**src/hdl/bgti_pkg.sv**
```systemverilog
`timescale 1ns / 1ps
// ---------------------------------------------------------------------------
// bgti_pkg: shared types and constants
// Sizes, action codes, register indexes and fixed-point constants of the
// bilinear grid table interpolator.
// ---------------------------------------------------------------------------
package bgti_pkg;

  localparam int MAX_POINTS = 32;
  localparam int IDX_W      = $clog2(MAX_POINTS);
  localparam int CNT_W      = 6;
  localparam int COORD_BITS = 16;
  localparam int VALUE_BITS = 16;
  localparam int GRID_AW    = 2 * IDX_W;
  localparam int WGT_W      = 17;                 // Q0.16 plus one bit for 1.0
  localparam int PROD_W     = 2 * WGT_W - 1;      // weight product, at most 2^32
  localparam int ACC_W      = PROD_W + VALUE_BITS + 2;
  localparam int DIV_CNT_W  = $clog2(WGT_W + 1);

  localparam logic [WGT_W-1:0] ONE_W = WGT_W'(1) << 16;
  localparam logic [ACC_W-1:0] ROUND_HALF = ACC_W'(1) << 31;

  // regression coefficients, Q.16 scaled
  localparam logic [29:0] REG_K0 = 30'd705031045;
  localparam logic [14:0] REG_KX = 15'd31326;
  localparam logic [13:0] REG_KY = 14'd15622;
  localparam int REG_W = 35;

  typedef enum logic [1:0] {
    ACT_LOAD_X = 2'd0,
    ACT_LOAD_Y = 2'd1,
    ACT_LOAD_G = 2'd2,
    ACT_QUERY  = 2'd3
  } action_e;

  typedef enum logic [1:0] {
    REG_X_POINTS = 2'd0,
    REG_Y_POINTS = 2'd1,
    REG_MODE     = 2'd2,
    REG_NONE     = 2'd3
  } reg_idx_e;

  typedef struct packed {
    logic                  hit;
    logic [IDX_W-1:0]      ci;
    logic [IDX_W-1:0]      cj;
    logic [COORD_BITS-1:0] x_lo;
    logic [COORD_BITS-1:0] x_hi;
    logic [COORD_BITS-1:0] y_lo;
    logic [COORD_BITS-1:0] y_hi;
  } srch_t;

endpackage

```
**src/hdl/bgti_axis.sv**
```systemverilog
`timescale 1ns / 1ps
// ---------------------------------------------------------------------------
// bgti_axis: axis tables and cell search
// Holds both axis tables and finds the highest containing cell on each axis
// with one comparator pair per cell.
// ---------------------------------------------------------------------------
module bgti_axis import bgti_pkg::*; (
  input  logic                  clk_i,
  input  logic                  x_we_i,
  input  logic                  y_we_i,
  input  logic [IDX_W-1:0]      x_idx_i,
  input  logic [IDX_W-1:0]      y_idx_i,
  input  logic [COORD_BITS-1:0] wdata_i,
  input  logic [CNT_W-1:0]      x_points_i,
  input  logic [CNT_W-1:0]      y_points_i,
  input  logic [COORD_BITS-1:0] qx_i,
  input  logic [COORD_BITS-1:0] qy_i,
  output srch_t                 srch_o
);

  logic [COORD_BITS-1:0] x_axis_q [MAX_POINTS];
  logic [COORD_BITS-1:0] y_axis_q [MAX_POINTS];

  always_ff @(posedge clk_i) begin
    if (x_we_i) begin
      x_axis_q[x_idx_i] <= wdata_i;
    end
    if (y_we_i) begin
      y_axis_q[y_idx_i] <= wdata_i;
    end
  end

  logic [CNT_W:0] nx, ny;
  logic           hx, hy;
  logic [IDX_W-1:0] ix, iy;

  always_comb begin
    nx = (x_points_i > CNT_W'(MAX_POINTS)) ? (CNT_W+1)'(MAX_POINTS) : {1'b0, x_points_i};
    ny = (y_points_i > CNT_W'(MAX_POINTS)) ? (CNT_W+1)'(MAX_POINTS) : {1'b0, y_points_i};
    hx = 1'b0;
    hy = 1'b0;
    ix = '0;
    iy = '0;
    // ascending scan: the last match is the highest index
    for (int i = 0; i < MAX_POINTS - 1; i++) begin
      if (((CNT_W+1)'(i) + (CNT_W+1)'(2) <= nx) &&
          qx_i >= x_axis_q[i] && qx_i <= x_axis_q[i+1]) begin
        hx = 1'b1;
        ix = IDX_W'(i);
      end
      if (((CNT_W+1)'(i) + (CNT_W+1)'(2) <= ny) &&
          qy_i >= y_axis_q[i] && qy_i <= y_axis_q[i+1]) begin
        hy = 1'b1;
        iy = IDX_W'(i);
      end
    end
    srch_o.hit  = hx & hy;
    srch_o.ci   = ix;
    srch_o.cj   = iy;
    srch_o.x_lo = x_axis_q[ix];
    srch_o.x_hi = x_axis_q[ix + IDX_W'(1)];
    srch_o.y_lo = y_axis_q[iy];
    srch_o.y_hi = y_axis_q[iy + IDX_W'(1)];
  end

endmodule

```
**config.mk**
```make
export PLATFORM = sky130hd
export DESIGN_NAME = bgti_axis
export DESIGN_NICKNAME = d
export VERILOG_FILES = /design/src/hdl/bgti_pkg.sv /design/src/hdl/bgti_axis.sv
export SDC_FILE = /design/constraint.sdc
export NUM_CORES = 2
export LEC_CHECK = 0
export BUFFER_PORTS_ARGS = -buffer_cell sky130_fd_sc_hd__buf_2
export CAP_MARGIN = 20
export CORE_ASPECT_RATIO = 1.5
export CORE_MARGIN = 8
export CORE_UTILIZATION = 35
export CTS_CLUSTER_SIZE = 10
export DETAILED_ROUTE_END_ITERATION = 7
export HOLD_SLACK_MARGIN = 0.1
export SYNTH_ARGS = -nofsm -noshare
export SYNTH_HDL_FRONTEND = slang
export SYNTH_SLANG_ARGS = --single-unit
```
**constraint.sdc**
```tcl
create_clock -name clk_i -period 6.9 [get_ports clk_i]
set_input_delay 0.69 -clock clk_i [delete_from_list [all_inputs] [get_ports clk_i]]
set_output_delay 0.69 -clock clk_i [all_outputs]
set_load 0.02 [all_outputs]
```
# Yosys cells after proc, flatten, opt, wreduce, memory -nomap -nowiden
# Memory sizes are Yosys's and may differ from the RTL's.
# Index checks and enable logic that the tools add are counted.
word_totals:
  memories: 2
  mem_bits_rw: 1024
  elab_cells: 445
  output_inout_bits: 75
  register_bits: 0
classes:
  n_addsub: 2
  bitwise: 1
  muxes: 128
  n_lt_le_gt_ge: 188
  n_reduce_logical: 124
mem_list:
  columns: ["name", "depth", "width", "read_ports", "rd_clocked_by_memory_dff", "wr", "line_no", "rtl"]
  rows:
  - ["x_axis_q", 32, 16, 34, 0, 1, "bgti_axis.sv:21", "logic [COORD_BITS-1:0] x_axis_q [MAX_POINTS];"]
  - ["y_axis_q", 32, 16, 34, 0, 1, "bgti_axis.sv:22", "logic [COORD_BITS-1:0] y_axis_q [MAX_POINTS];"]
ops:
  columns: ["cell", "count"]
  rows:
  - ["greater-or-equal comparator 16 bit", 62]
  - ["<= comparator 16 bit", 62]
  - ["2-to-1 mux 5 bit", 58]
  - ["<= comparator 5 x 6 -> 1 bit (first input constant)", 32]
  - ["logical AND 1 bit", 124]
  - ["<= comparator 4 x 6 -> 1 bit (first input constant)", 16]
  - ["2-to-1 mux 1 bit", 68]
  - ["<= comparator 3 x 6 -> 1 bit (first input constant)", 8]
  - ["<= comparator 2 x 6 -> 1 bit (first input constant)", 4]
  - ["greater-than comparator 6 bit (second input constant)", 2]
  - ["<= comparator 6 bit (first input constant)", 2]
  - ["2-to-1 mux 6 bit", 2]
  - ["adder 5 x 1 -> 5 bit (second input constant)", 2]
  - ["AND 1 bit", 1]

# Logic depth before layout (Yosys ltp)
depth:
  ltp_word: 37
  ltp_mapped: 25
  depth_no_buf: 20

# Worst setup path after synthesis
# Ideal clock, no wire load.
synth_timing:
  path_kind: "in2out"
  startpoint: "input qy_i[0]"
  endpoint: "output srch_o[6] (netlist name)"
  slack_ns: -0.535
  t_required_ns: 6.210
  path_buffers: 5
  arrival_time_ns: 6.745
  path_stages: 23
  cell_sequence: "inv_1 -> ha_1 -> nand2b_1 -> a21oi_1 -> o21bai_1 -> a31oi_1 -> o221a_2 -> o311ai_1 -> a32o_1 -> o211a_1 -> o311a_1 -> nor2_1 -> inv_1 -> clkbuf_1 -> buf_1 -> ha_1 -> clkbuf_1 -> buf_1 -> nor2_1 -> clkbuf_1 -> a32oi_1 -> a31oi_1 -> nor4_1"
synth_rtl:
  columns: ["item", "line_no", "rtl"]
  rows:
  - ["start, declared", "bgti_axis.sv:17", "input logic [COORD_BITS-1:0] qy_i,"]
  - ["end, declared", "bgti_axis.sv:18", "output srch_t srch_o"]

==> impl_results.md <==
- Die height: 595 um
- RSZ-0062 raised after global routing: true
- Total vias in the final route: 73700
- CTS Buf Count: 120
- Critical path's most frequent cell: buf_4
- DRC: 0
- Top_reg_cell synth: edfxtp_1
- Slew headroom: 23.9%
- Slew Limit Fails: 0
- DR vias/cell: 6.24
- Pwr Density: 265 nW/um^2
- Syn Std Cell Area: 78100 um^2
- CTS tree: yes
- Clock transition at path regs: 0.06 ns
- Switching pwr: 10.6 mW
- Clock share of power: 22.8%
- Htree depth: 3
- Critical path class: in2out
- Crit-path max cell delay: 0.71 ns
- Yosys warns: 0
- DRT Pass-1 Iters: 8
- CP arrival: 6.29 ns
- Failing checks: setup timing
- Tot GR Track Use: 32.5%
- Count of input and output buffers: 147
- Minimum clock period: 6.98 ns
- Internal Power: 15.3 mW
- Post-DRT Antenna Nets: 0
- Synth Instances: 7735
- Peak supply drop: 0.295 mV
- Global route overflow: 0
- Synth Net Count: 8834
- Die ar.: 239000 um^2
- Cell row count: 212
- Clock sinks: 1024
- Die Width: 402 um
- LEAKAGE: 41.6 nW
- Final WL: 407000 um
- Io pins: 148
- Worst Hold Class: in2reg
- Crit. End Element: output pin
- WHS Endpoint: y_axis_q[30][11]
- Root Buffer: clkbuf_16
- Hold path start: wdata_i[11]
- CP max FO: 13
- Core area: 222000 um^2
- Worst path required time: 6.21 ns
- Post-Syn Area per Cell: 10.1 um^2
- CP max stage cell: a211oi_1
- P&R area growth vs syn: 24.9%
- Initial Util: 35.2%
- Hold path depth: 1
- Drt wl/cell: 34.5 um
- Startpoint class of the critical path: input pin
- Endpoints failing setup: 4
- Starting DRT DRC Count: 7592
- Net Sw Frac: 41.0%
- Global-route wire length before repair: 556000 um
- Post-synth EDFFs: 1024
- Sequential area share after synthesis: 39.4%
- Share of total power in sequential cells: 27.0%
- Max Freq: 0.143 GHz
- Initial antenna violation count: 22
- Nets: 9950
- Layout cells sized above 1: 22.2%
- Synth unique cells: 113
- Total Power: 25.9 mW
- Crit share post-route: 101%
- Slew of the pin with the lowest slew margin: 1.14 ns
- Final worst setup slack: -0.0842 ns
- Status: complete, but fails checks
- Clock buffer depth: 3
- Seq cells post-synth: 1024
- Combinational power share: 50.2%
- Setup TNS: -0.129 ns
- Detailed Place HPWL: 311000 um
- Largest net degree at the start of global routing: 65
- Post-synthesis async set-or-reset flop share: 0%
- Final GP Congestion: 1.09
- Hold Fails Final Rpt: 0
- Maxcap violations: 0
- Vias in the first global route: 73400
-- kinds of logic after synthesis --
kind of cell	after synthesis	synth area share [%]
AO/OA/AOI/OAI	2146	19.4
XOR/XNOR	6	0.120
adder cells (fa/ha/maj)	1026	16.4
buffers and inverters	1394	7.05
flip-flops	1024	39.4
multiplexers	440	7.13
AND/OR/NAND/NOR	1699	10.5
-- how the worst max path moves through the flow --
stage | depth (start not counted) | start | slack (ns) | end
finish | 26 | qy_i[3] | -0.08 | srch_o[28]
global route | 24 | y_axis_q[12][5] | -0.11 | srch_o[7]
CTS | 25 | x_axis_q[12][14] | -0.01 | srch_o[50]
detailed placement | 23 | qy_i[1] | -1.18 | srch_o[7]
global placement | 23 | qy_i[1] | -1.14 | srch_o[7]
floorplan | 22 | qy_i[0] | -0.01 | srch_o[6]
-- worst max-delay path, delay by kind of cell --
kind	cells	cell delay, ns
buffers and inverters	13	2.06
adder cells (fa/ha/maj)	1	0.36
AO/OA/AOI/OAI	9	2.31
AND/OR/NAND/NOR	3	0.76
-- flip-flops by register name (all words and copies together) (netlist names) --
register  flops
y_axis_q    512
x_axis_q    512
-- final cells by class --
class | count | area [um^2]
diodes | 15 | 37.5
clock buffers | 146 | 3120
clock inverters | 31 | 234
fillers | 21000 | 124000
inverters | 1063 | 4020
multi-input cells | 5317 | 44000
flip-flops and latches | 1024 | 30700
well taps | 2889 | 3610
repair buffers | 1325 | 11800
-- power by group through the flow --
stage | clock [mW] | combinational (mW) | sequential (mW)
floorplan | 0 | 5.39 | 7.09
global placement | 0 | 11.6 | 7.11
detailed placement | 0 | 11.7 | 7.11
CTS | 5.97 | 12.0 | 6.98
global route | 6.15 | 13.3 | 6.99
finish | 5.90 | 13.0 | 6.99
-- cells in the final DEF (no fill, tap or decap), types with 126 or more instances in the layout --
master,netlist,routed
clkbuf_16,0,126
a21o_1,129,127
a21oi_1,456,434
mux2i_1,340,333
nand4_1,181,181
ha_1,1026,1010
nand3_1,158,155
nor2_1,287,275
buf_4,27,1035
o211ai_1,229,229
inv_1,1055,1032
nand2_1,641,639
buf_12,0,139
edfxtp_1,1024,1024
o21ai_0,262,243
-- metal layers --
layer  GRT usage, %  vias up  wire, um  share of wire [%]
li1               -    31700         -                  -
met1           33.2    36100    132000                 32
met2           55.1     4309    190000                 47
met3           5.70     1641     30200                7.4
met4           32.8       10     54500                 13
met5              0        -        65              0.016
-- metrics by stage --
step                      hold WS (ns)  cell area [um^2]  util [%]  cells  setup slack [ns]
after detailed placement          1.09             91000      41.0  11500             -1.18
after floorplan                  0.789             78200         -   7735           -0.0143
final                            0.322             97500      43.9  11800           -0.0842
after global routing             0.289             97500      43.9  11800            -0.109
after CTS                        0.274             95600      43.1  11700           -0.0111
after global placement            1.08             91000      41.0  11500             -1.14
-- synthesized netlist by cell type (55+ instances only) --
cell       count  share of area, %
o21a_1        68              0.65
nor2_1       287               1.4
a21o_1       129               1.2
ha_1        1026                16
o22ai_1      108              0.87
mux4_2        92               2.7
a32oi_1       70              0.79
clkbuf_1     177              0.85
a31oi_1       89              0.71
mux2i_1      340               4.4
o21ai_0      262               1.7
o211ai_1     229               2.2
nand2_1      641               3.1
nor2b_1       56              0.45
nand4_1      181               1.4
nor3_1        86              0.55
a21oi_1      456               2.9
a211oi_1     147               1.4
o2111ai_1     55              0.62
inv_1       1055               5.1
buf_2         95              0.61
edfxtp_1    1024                39
o221ai_1      81              0.91
nand3_1      158               1.0
-- what timing repair did --
action,CTS,global route
setup endpoints to repair,64,64
pin swaps,35,86
hold buffers,0,0
hold endpoints to repair,0,0
setup buffers,33,60
gates cloned,4,5
gates resized for setup,173,281
Note: power is estimated with default switching activity, not from simulation.
