===== config.mk =====
export PLATFORM = sky130hd
export DESIGN_NAME = bgti_div
export DESIGN_NICKNAME = d
export VERILOG_FILES = /design/src/hdl/bgti_pkg.sv /design/src/hdl/bgti_div.sv
export SDC_FILE = /design/constraint.sdc
export NUM_CORES = 1
export LEC_CHECK = 0
export ABC_AREA = 0
export CELL_PAD_IN_SITES_DETAIL_PLACEMENT = 2
export CELL_PAD_IN_SITES_GLOBAL_PLACEMENT = 2
export CORE_MARGIN = 2
export CORE_UTILIZATION = 36
export DETAILED_ROUTE_END_ITERATION = 16
export DONT_BUFFER_PORTS = 1
export PLACE_DENSITY = 0.86
export REMOVE_ABC_BUFFERS = 1
export SLEW_MARGIN = 25
export SYNTH_ARGS = -nofsm -noshare
export SYNTH_HDL_FRONTEND = slang
export SYNTH_SLANG_ARGS = --single-unit

===== constraint.sdc =====
create_clock -name clk_i -period 2.4 [get_ports clk_i]
set_input_delay 0.48 -clock clk_i [delete_from_list [all_inputs] [get_ports clk_i]]
set_output_delay 0.48 -clock clk_i [all_outputs]
set_load 0.01 [all_outputs]

===== src/hdl/bgti_pkg.sv =====
`timescale 1ns / 1ps
// ---------------------------------------------------------------------------
// bgti_pkg: shared types and constants
// Sizes, action codes, register indexes and fixed-point constants of the
// bilinear grid table interpolator.
// ---------------------------------------------------------------------------
package bgti_pkg;

  localparam int MAX_POINTS = 32;
  localparam int IDX_W      = $clog2(MAX_POINTS);
  localparam int CNT_W      = 6;
  localparam int COORD_BITS = 16;
  localparam int VALUE_BITS = 16;
  localparam int GRID_AW    = 2 * IDX_W;
  localparam int WGT_W      = 17;                 // Q0.16 plus one bit for 1.0
  localparam int PROD_W     = 2 * WGT_W - 1;      // weight product, at most 2^32
  localparam int ACC_W      = PROD_W + VALUE_BITS + 2;
  localparam int DIV_CNT_W  = $clog2(WGT_W + 1);

  localparam logic [WGT_W-1:0] ONE_W = WGT_W'(1) << 16;
  localparam logic [ACC_W-1:0] ROUND_HALF = ACC_W'(1) << 31;

  // regression coefficients, Q.16 scaled
  localparam logic [29:0] REG_K0 = 30'd705031045;
  localparam logic [14:0] REG_KX = 15'd31326;
  localparam logic [13:0] REG_KY = 14'd15622;
  localparam int REG_W = 35;

  typedef enum logic [1:0] {
    ACT_LOAD_X = 2'd0,
    ACT_LOAD_Y = 2'd1,
    ACT_LOAD_G = 2'd2,
    ACT_QUERY  = 2'd3
  } action_e;

  typedef enum logic [1:0] {
    REG_X_POINTS = 2'd0,
    REG_Y_POINTS = 2'd1,
    REG_MODE     = 2'd2,
    REG_NONE     = 2'd3
  } reg_idx_e;

  typedef struct packed {
    logic                  hit;
    logic [IDX_W-1:0]      ci;
    logic [IDX_W-1:0]      cj;
    logic [COORD_BITS-1:0] x_lo;
    logic [COORD_BITS-1:0] x_hi;
    logic [COORD_BITS-1:0] y_lo;
    logic [COORD_BITS-1:0] y_hi;
  } srch_t;

endpackage


===== src/hdl/bgti_div.sv =====
`timescale 1ns / 1ps
// ---------------------------------------------------------------------------
// bgti_div: weight divider
// Restoring divider, one quotient bit per cycle: (num << 16) / den where
// num <= den. A zero span gives a zero weight.
// ---------------------------------------------------------------------------
module bgti_div import bgti_pkg::*; (
  input  logic                  clk_i,
  input  logic                  rst_ni,
  input  logic                  start_i,
  input  logic [COORD_BITS-1:0] num_i,
  input  logic [COORD_BITS-1:0] den_i,
  output logic                  done_o,
  output logic [WGT_W-1:0]      quo_o
);

  logic [COORD_BITS:0]   rem_q, rem_d;
  logic [COORD_BITS-1:0] den_q;
  logic [WGT_W-1:0]      quo_q;
  logic [DIV_CNT_W-1:0]  cnt_q;
  logic                  ge;
  logic [COORD_BITS:0]   diff;

  always_comb begin
    ge    = rem_q >= {1'b0, den_q};
    diff  = rem_q - {1'b0, den_q};
    rem_d = ge ? {diff[COORD_BITS-1:0], 1'b0} : {rem_q[COORD_BITS-1:0], 1'b0};
  end

  always_ff @(posedge clk_i or negedge rst_ni) begin
    if (!rst_ni) begin
      cnt_q  <= '0;
      done_o <= 1'b0;
    end else begin
      done_o <= 1'b0;
      if (start_i) begin
        cnt_q <= DIV_CNT_W'(WGT_W);
      end else if (cnt_q != '0) begin
        cnt_q <= cnt_q - DIV_CNT_W'(1);
        if (cnt_q == DIV_CNT_W'(1)) begin
          done_o <= 1'b1;
        end
      end
    end
  end

  always_ff @(posedge clk_i) begin
    if (start_i) begin
      rem_q <= {1'b0, num_i};
      den_q <= den_i;
      quo_q <= '0;
    end else if (cnt_q != '0) begin
      rem_q <= rem_d;
      quo_q <= {quo_q[WGT_W-2:0], ge};
    end
  end

  assign quo_o = (den_q == '0) ? '0 : quo_q;

endmodule


Yosys cells after proc, flatten, opt, wreduce, memory -nomap -nowiden
Index checks and enable logic that the tools add are counted.
Widths: inputs -> output; s select.
- register bits: 56
- bits in latches: 0
- RAM bits: 0
- bits in read-only memories: 0
- input bits: 35
- memories kept: 0
- add/subtract/negate cells: 2
- multiply operators: 0
- divide/modulo/power cells: 0
- magnitude comparators: 1
- equal/unequal tests: 1
- shift operators: 0
- mux-type cells: 9
- bitwise logic cells: 0
- reductions and logical operators: 3
- operators by type and width (operator ; number):
    $mux 17 ; 2
    $mux 16 ; 2
    $ge 17x16->1 ; 1
    $logic_not 16->1 ; 1
    $sub 16x16->16 ; 1
    $mux 5 ; 2
    $eq 5x1->1 const B ; 1
    $reduce_bool 5->1 ; 1
    $sub 5x1->5 const B ; 1
    $mux 1 ; 3
    $reduce_bool 2->1 ; 1

Depth between registers and ports, before layout
Gate-level depths: netlist (run 1).
- word-level depth: 4
- mapped depth: 10

Least setup slack after synthesis (run 1)
OpenSTA, ideal clock, no wires.
- kind: register to register
- from: register rem_q[0]
- to: register rem_q[15] (data pin)
- setup time: 0.270 ns
- data arrival time: 2.022 ns
- required time: 2.130 ns
- path slack: 0.108 ns
- stages on the path, launching flop included: 11
- buffers on the path: 0
- period minus slack after synthesis: 2.292 ns
- cell sequence: edfxtp_1 -> inv_1 -> ha_1 -> inv_1 -> fa_1 -> a21o_1 -> a221oi_1 -> o2111ai_1 -> o211ai_1 -> xor2_1 -> o31ai_1
- longest elaborated chain between the ends: 4
- elaborated cells between the ends (all ways): 5
- classes of those cells: add/sub (1); order compare (1); mux (3)
- RTL lines (element ; line ; text):
    start, declared ; bgti_div.sv:17 ; logic [COORD_BITS:0] rem_q, rem_d;
    start signal, assigned ; bgti_div.sv:49 ; rem_q <= {1'b0, num_i};
    start signal, assigned ; bgti_div.sv:53 ; rem_q <= rem_d;
    $sub 16x16->16 / $ge 17x16->1 (equally long branches) ; bgti_div.sv:26, bgti_div.sv:25 ;
    $mux 17 (*) ; bgti_div.sv:27 ; rem_d = ge ? {diff[COORD_BITS-1:0], 1'b0} : {rem_q[COORD_BITS-1:0], 1'b0};
    $mux 16 (*) ; bgti_div.sv:52 ; end else if (cnt_q != '0) begin
    $mux 16 (*) ; bgti_div.sv:48 ; if (start_i) begin
Mark *: on every way between the ends. The rest lies on a longest branch, timed or not. The select of a mux whose other input is x is not followed.
A chain may end at the register's enable or synchronous reset.

Worst setup path in the final report (run 1)
- from: register rem_q[0]
- to: register rem_q[13] (data pin)
Same word-level chain as after synthesis.

==> results.md, run 1 <==
* Syn Std Cell Area at 3430 um^2
* Final Cycle Share at 1.12
* Nets at 487
* Clock skew at 0.0227 ns
* Multi-input logic area at 2250 um^2
* Kind of critical path: register to register
* Max clock buf depth at 2
* Residual DRC at 0
* Final instance area at roughly 4700 um^2
* Sequential area share after synthesis at 0.429
* DP Worst Slack at -0.228 ns
* Cell breakdown of the critical path: inv_2, ha_4, inv_2, fa_2, a21o_1, a21o_1, a221o_1, o211ai_1, xor2_1, o31ai_2
* Cell Pwr Density at around 1400 nW/um^2
* Setup crit start kind: register
* GPL Wtd Cong at approximately 0.87
* CTS tree: yes
* Ys Warns at 0
* DRT Wirelength at 18100 um
* Num CTS Buffers at 5
* Min-Delay Path Class: input pin to register
* Crit path arrival time at 2.77 ns
* Die area at between 10000 and 15000 um^2
* Row count at 35
* Slowest CP cell: edfxtp_1
* Delay-heaviest family, CP: compound AO/OA/AOI/OAI gates
* # Max-Cap Violations at 0
* PnR worst setup slack at -0.296 ns
* Post-layout minimum cycle time at 2.70 ns
* Final hold violation count at 0
* Placed cell area at 3820 um^2
* CP Data Required Time at 2.48 ns
* Clock transition at the registers of the reported paths at 0.12 ns
* Avg Cell Area, Syn at 9.47 um^2
* Layout cells sized above 1 at 0.383
* DR iter-0 viols at 221
* Pin count of the biggest net entering global routing at 55
* Clock root buffer: clkbuf_8
* Slew headroom at 0.555
* DP Wirelength at 8890 um
* Final ANT Viol Nets at 0
* Post-synth EDFFs at 32
* Util after Layout at 0.511
* H-Tree Depth at 2
* Core Region at 9240 um^2
* IO Pins at 53
* Hold slack at between 0.15 and 0.2 ns
* Status: finished with violations
* Syn-to-layout area delta at 37.9%
* Drt pass-1 iters at 5
* Setup slack, reg-to-reg at -0.30 ns
* Global-route wire length before repair at 22700 um
* Die width at 102 um
* P_leak at 0.00183 uW
* Crit-path max FO at 3
* Register bit count reported by yosys at 56
* Total GRT Usage at 0.302
* Final setup fails at 17
* Antenna violations before repair at 0
* Worst vdd ir at approximately 0.00040 V
* WP buf/inv at 2
* Final std cells w/o fill at between 500 and 600
* Library cells used by synthesis at 61
* Fillcell total at 920
* Main synth FF type: edfxtp_1
* Max Clock Freq at 371 MHz
* Seq. cell area at between 1000 and 1500 um^2
* RSZ-0062 raised after global routing: true
* Cell count after placement at 520
* PortBufs at 0
* Worst Setup End Kind: register
* Initial Utilization at 0.371
* Total gr overflow at 0
* WL/cell at approximately 32 um
* Failing checks: setup timing
* Clk sinks at 56
* Crit-path max cell delay at 0.40 ns
* Routed via count at between 3000 and 4000
* Max-slew violations at 0
* Worst Tran Pin Value at 0.666 ns
* Vias/cell at between 6 and 7
* Vias in the first global route at 3612
* Die Y at 102 um
* Worst-Skew Late Latency at about 0.34 ns
* Post-synthesis async set-or-reset flop share at 0.107
* Syn Inst Count at 362
per-stage QoR:
step / setup TNS, ns / power, uW
6_report: -3.02 / 6520
5_1_grt: -4.15 / 6640
4_1_cts: -0.475 / 5080
3_5_place_dp: -2.13 / 4050
3_3_place_gp: -0.223 / 3800
2_1_floorplan: -26.94 / 2880
layout make-up:
class,count,share of cell area
clock inverter,2,0.00371
clock buffer,6,0.0154
inverter,23,0.0183
timing repair buffer,81,0.140
antenna,1,0.000530
sequential,56,0.311
multi-input combinational,265,0.476
tap,129,0.0342
Yosys cell counts (all sizes together) (2+ instances only):
cell,instances,share of area
a211oi,5,0.012
a21o,6,0.014
a21oi,28,0.042
a221oi,2,0.0051
a311oi,2,0.0069
a31oi,9,0.016
a41oi,6,0.020
and2,23,0.042
and3,2,0.0037
buf,10,0.029
clkbuf,8,0.0088
dfrtp,6,0.044
dfxtp,18,0.11
edfxtp,32,0.28
ha,19,0.069
inv,22,0.024
nand2,46,0.050
nand2b,4,0.0073
nand3,14,0.020
nand4,5,0.0091
nor2,24,0.026
nor3,4,0.0058
nor4,5,0.0091
o211ai,3,0.0066
o21a,2,0.0044
o21ai,14,0.022
o311ai,2,0.0073
o31a,2,0.0055
o31ai,7,0.018
xnor2,10,0.026
xor2,4,0.010
placed cells by master (no fill, tap or decap), drive strengths merged, types with 2 or more instances in the layout:
| cell | synthesis | routed |
|---|---|---|
| o211ai | 3 | 3 |
| nand4 | 5 | 5 |
| a21oi | 28 | 28 |
| o31ai | 7 | 7 |
| a211oi | 5 | 5 |
| and2 | 23 | 23 |
| a221oi | 2 | 2 |
| clkbuf | 8 | 6 |
| o21a | 2 | 2 |
| nand2 | 46 | 46 |
| nand3 | 14 | 14 |
| nor4 | 5 | 5 |
| o21ai | 14 | 14 |
| xnor2 | 10 | 10 |
| a21o | 6 | 6 |
| inv | 22 | 24 |
| dfrtp | 6 | 6 |
| xor2 | 4 | 4 |
| o31a | 2 | 3 |
| a311oi | 2 | 2 |
| buf | 10 | 80 |
| dfxtp | 18 | 18 |
| nor3 | 4 | 4 |
| and3 | 2 | 2 |
| edfxtp | 32 | 32 |
| ha | 19 | 19 |
| nand2b | 4 | 4 |
| a31oi | 9 | 9 |
| a41oi | 6 | 6 |
| nor2 | 24 | 24 |
| o311ai | 2 | 2 |
state kept, by name, summed over array words and instances, names as in the netlist:
signal,cells
quo_q,17
rem_q,17
den_q,16
cnt_q,5
done_o,1
power breakdown:
group / switching, uW / total, uW / internal [uW]
combinational: 2500 / 4430 / 1930
clock: 377 / 593 / 216
sequential: 242 / 1500 / 1250
total: 3120 / 6520 / 3400
kinds of logic (layout without fill, tap and decap cells):
group	Yosys count	after routing	synth area share
flops	56	56	0.429
simple gates	134	134	0.192
fa+ha+maj	20	20	0.0752
buf+inv	42	112	0.0657
xor+xnor	14	14	0.0358
other cells	0	1	0
compound gates	96	97	0.202
final timing paths:
check / endpoint / from / cells past startpoint
max in group asynchronous: cnt_q[2] / rst_ni / 1
max reg2reg: rem_q[13] / rem_q[0] / 10
min: quo_q[14] / start_i / 1
min in group asynchronous: cnt_q[4] / rst_ni / 1
max: rem_q[13] / rem_q[0] / 10
min reg2reg: quo_q[7] / quo_q[6] / 2
layer usage:
metal	vias to the layer above	wire length [um]	share of wire	GRT usage
met5	-	0	0	0
met4	0	1080	0.060	0.142
met3	81	1080	0.059	0.0580
met2	192	9050	0.50	0.511
met1	1811	6920	0.38	0.369
li1	1452	-	-	-
timing repair:
action / CTS / global route
cloned: 1 / 0
hold buffers: 1 / 0
hold endpoints to repair: 6 / 0
setup endpoints to repair: 34 / 34
pin swaps: 19 / 17
gates resized for setup: 33 / 67
buffers inserted: 14 / 18
No activity file was read; power rests on OpenSTA's default activity.
==> run 2, diff against run 1 <==
--- a/config.mk
+++ b/config.mk
@@ -13,7 +13,6 @@
 export DETAILED_ROUTE_END_ITERATION = 16
 export DONT_BUFFER_PORTS = 1
 export PLACE_DENSITY = 0.86
-export REMOVE_ABC_BUFFERS = 1
 export SLEW_MARGIN = 25
 export SYNTH_ARGS = -nofsm -noshare
 export SYNTH_HDL_FRONTEND = slang
==> results.md, run 2 (synthesized netlist as in run 1, its figures left out) <==
* Status: finished with violations
* Failing checks: setup timing
* Min-Delay Path Class: input pin to register
* Die width at 102 um (unchanged)
* # Max-Cap Violations at 0 (unchanged)
* Setup crit start kind: register
* Final Cycle Share at 1.12 (+0.00132)
* GPL Wtd Cong at 0.868 (-0.75%)
* Worst Setup SP: den_q[7]
* DRT Wirelength at 19400 um (+7.0%)
* Final ANT Viol Nets at 0 (unchanged)
* Worst Setup End Kind: register
* Layout cells sized above 1 at 0.352 (-0.0318)
* Final setup fails at 34 (+17)
* DP Wirelength at 8600 um (-3.2%)
* TNS Setup at -4.88 ns (-1.85 ns)
* Max Clock Freq at 370 MHz (-0.12%)
* Crit-path max FO at 6 (+3)
* Total gr overflow at 0 (unchanged)
* PnR worst setup slack at -0.299 ns (-0.00316 ns)
* Clk sinks at 56 (unchanged)
* Clock root buffer: clkbuf_8
* Largest regs: quo_q x17, rem_q x17, den_q x16
* Global-route wire length before repair at 24700 um (+8.8%)
* CTS tree: yes
* Clock transition at the registers of the reported paths at 0.12 ns (about the same)
* Max-slew violations at 0 (unchanged)
* Nets at 492 (+1.0%)
* Vias in the first global route at 3775 (+4.5%)
* R2R Path End: rem_q[1]
* Row count at 35 (unchanged)
* Placed cell area at 3780 um^2 (-0.98%)
* Critical R2R Launch: den_q[7]
* Worst Tran Pin Value at 0.586 ns (-0.0795 ns)
* Commonest non-fill, non-tap cell in the layout: buf_4
* Worst vdd ir at 0.000453 V (+14%)
* Die Y at 102 um (unchanged)
* RSZ-0062 raised after global routing: true
* Worst Hold Launch: den_i[15]
* CP Data Required Time at 2.50 ns (+0.02 ns)
* Syn-to-layout area delta at 36.9%
* Hold slack at 0.218 ns (+0.0255 ns)
* Num CTS Buffers at 5 (unchanged)
* Routed via count at 3639 (+2.9%)
* Post-Syn Nets at 417
* Final instance area at 4690 um^2 (-0.66%)
* Residual DRC at 0 (unchanged)
* Setup slack, reg-to-reg at -0.30 ns (about the same)
* Post-layout minimum cycle time at 2.70 ns (+0.00316 ns)
* P_leak at 0.00183 uW (about the same)
* Final hold violation count at 0 (unchanged)
* Die area at 10300 um^2 (unchanged)
* DP Worst Slack at -0.306 ns (-0.0774 ns)
* Pin count of the biggest net entering global routing at 55 (unchanged)
* Crit path arrival time at 2.80 ns (+0.03 ns)
* Vias/cell at 6.41 (+2.0%)
* Clock skew at 0.0159 ns (-0.00682 ns)
* Setup crit end: rem_q[1]
* Total GRT Usage at 0.331 (+0.0293)
* Max clock buf depth at 2 (unchanged)
* PortBufs at 0 (unchanged)
* Kind of critical path: register to register
* Antenna violations before repair at 1 (+1)
* Cell Pwr Density at 1350 nW/um^2 (-1.8%)
* Slew headroom at 0.606 (+0.0506)
* Pwr Total at 6360 uW (-2.5%)
* Worst-Skew Late Latency at 0.35 ns (about the same)
* WL/cell at 34.1 um (+6.1%)
* Core Region at 9240 um^2 (unchanged)
* Most frequent cells in the layout: 76 x buf_4, 45 x nand2_1, 32 x edfxtp_1
* IO Pins at 53 (unchanged)
* Drt pass-1 iters at 5 (unchanged)
* Depth of the worst register-to-register path at 8 (-2)
* DR iter-0 viols at 267 (+21%)
* H-Tree Depth at 2 (unchanged)
* Initial Utilization at 0.371 (unchanged)
## run 2: cell count changes in the layout (fill, tap and decap cells not counted), sizes merged
cell,before,now
bufinv,0,1
buf,80,84
a311o,1,2
inv,24,23
## run 2: area by class of cell
cell class	count	area, um^2
Antenna cell	1	2.50
Clock buffer	6	72.6
Clock inverter	2	38.8
Fill cell	934	4550
Inverter	23	86.3
Multi-Input combinational cell	266	2180
Sequential cell	56	1470
Tap cell	129	161
Timing Repair Buffer	85	679
## run 2: power breakdown
| part | total, uW | internal, uW | leakage (uW) | switching (uW) |
|---|---|---|---|---|
| Sequential | 1490 | 1250 | 0.000547 | 240 |
| Combinational | 4160 | 1780 | 0.00123 | 2370 |
| Clock | 710 | 317 | 0.0000558 | 393 |
## run 2: metal layers
layer / GRT usage / vias up / wire length, um
met5: 0 / - / 0
met4: 0.168 / 0 / 1130
met3: 0.0552 / 86 / 1230
met2: 0.579 / 234 / 9560
met1: 0.389 / 1852 / 7480
li1: - / 1467 / -
## run 2: how the worst min path moves through the flow
stage / endpoint / slack [ns] / depth (start not counted)
2_1_floorplan: cnt_q[0] / 0.18 / 0
3_3_place_gp: cnt_q[2] / 0.18 / 0
3_5_place_dp: cnt_q[1] / 0.18 / 0
4_1_cts: quo_q[8] / 0.21 / 1
5_1_grt: quo_q[10] / 0.20 / 1
6_report: den_q[15] / 0.22 / 0
## run 2: what timing repair did
item | in CTS | in global routing
buffers inserted | 23 | 16
pin swaps | 23 | 28
endpoints found under the hold margin | 6 | 0
gates cloned | 2 | 2
hold buffers | 1 | 0
setup endpoints to repair | 17 | 34
resized for setup | 35 | 48
## run 2: worst max-delay path, cell delays in order, from the launching register on
cell and delay, ns:
edfxtp_1 0.43, inv_1 0.13, ha_4 0.33, nand4_1 0.24, or3_4 0.45, o31ai_4 0.37, buf_6 0.22, nor3_2 0.05
o31a_1 0.24
## run 2: per-stage QoR
step,std cells,utilization
after floorplan,362,-
after global placement,515,0.409
after detailed placement,515,0.409
after CTS,549,0.466
after global routing,568,0.508
final,568,0.508
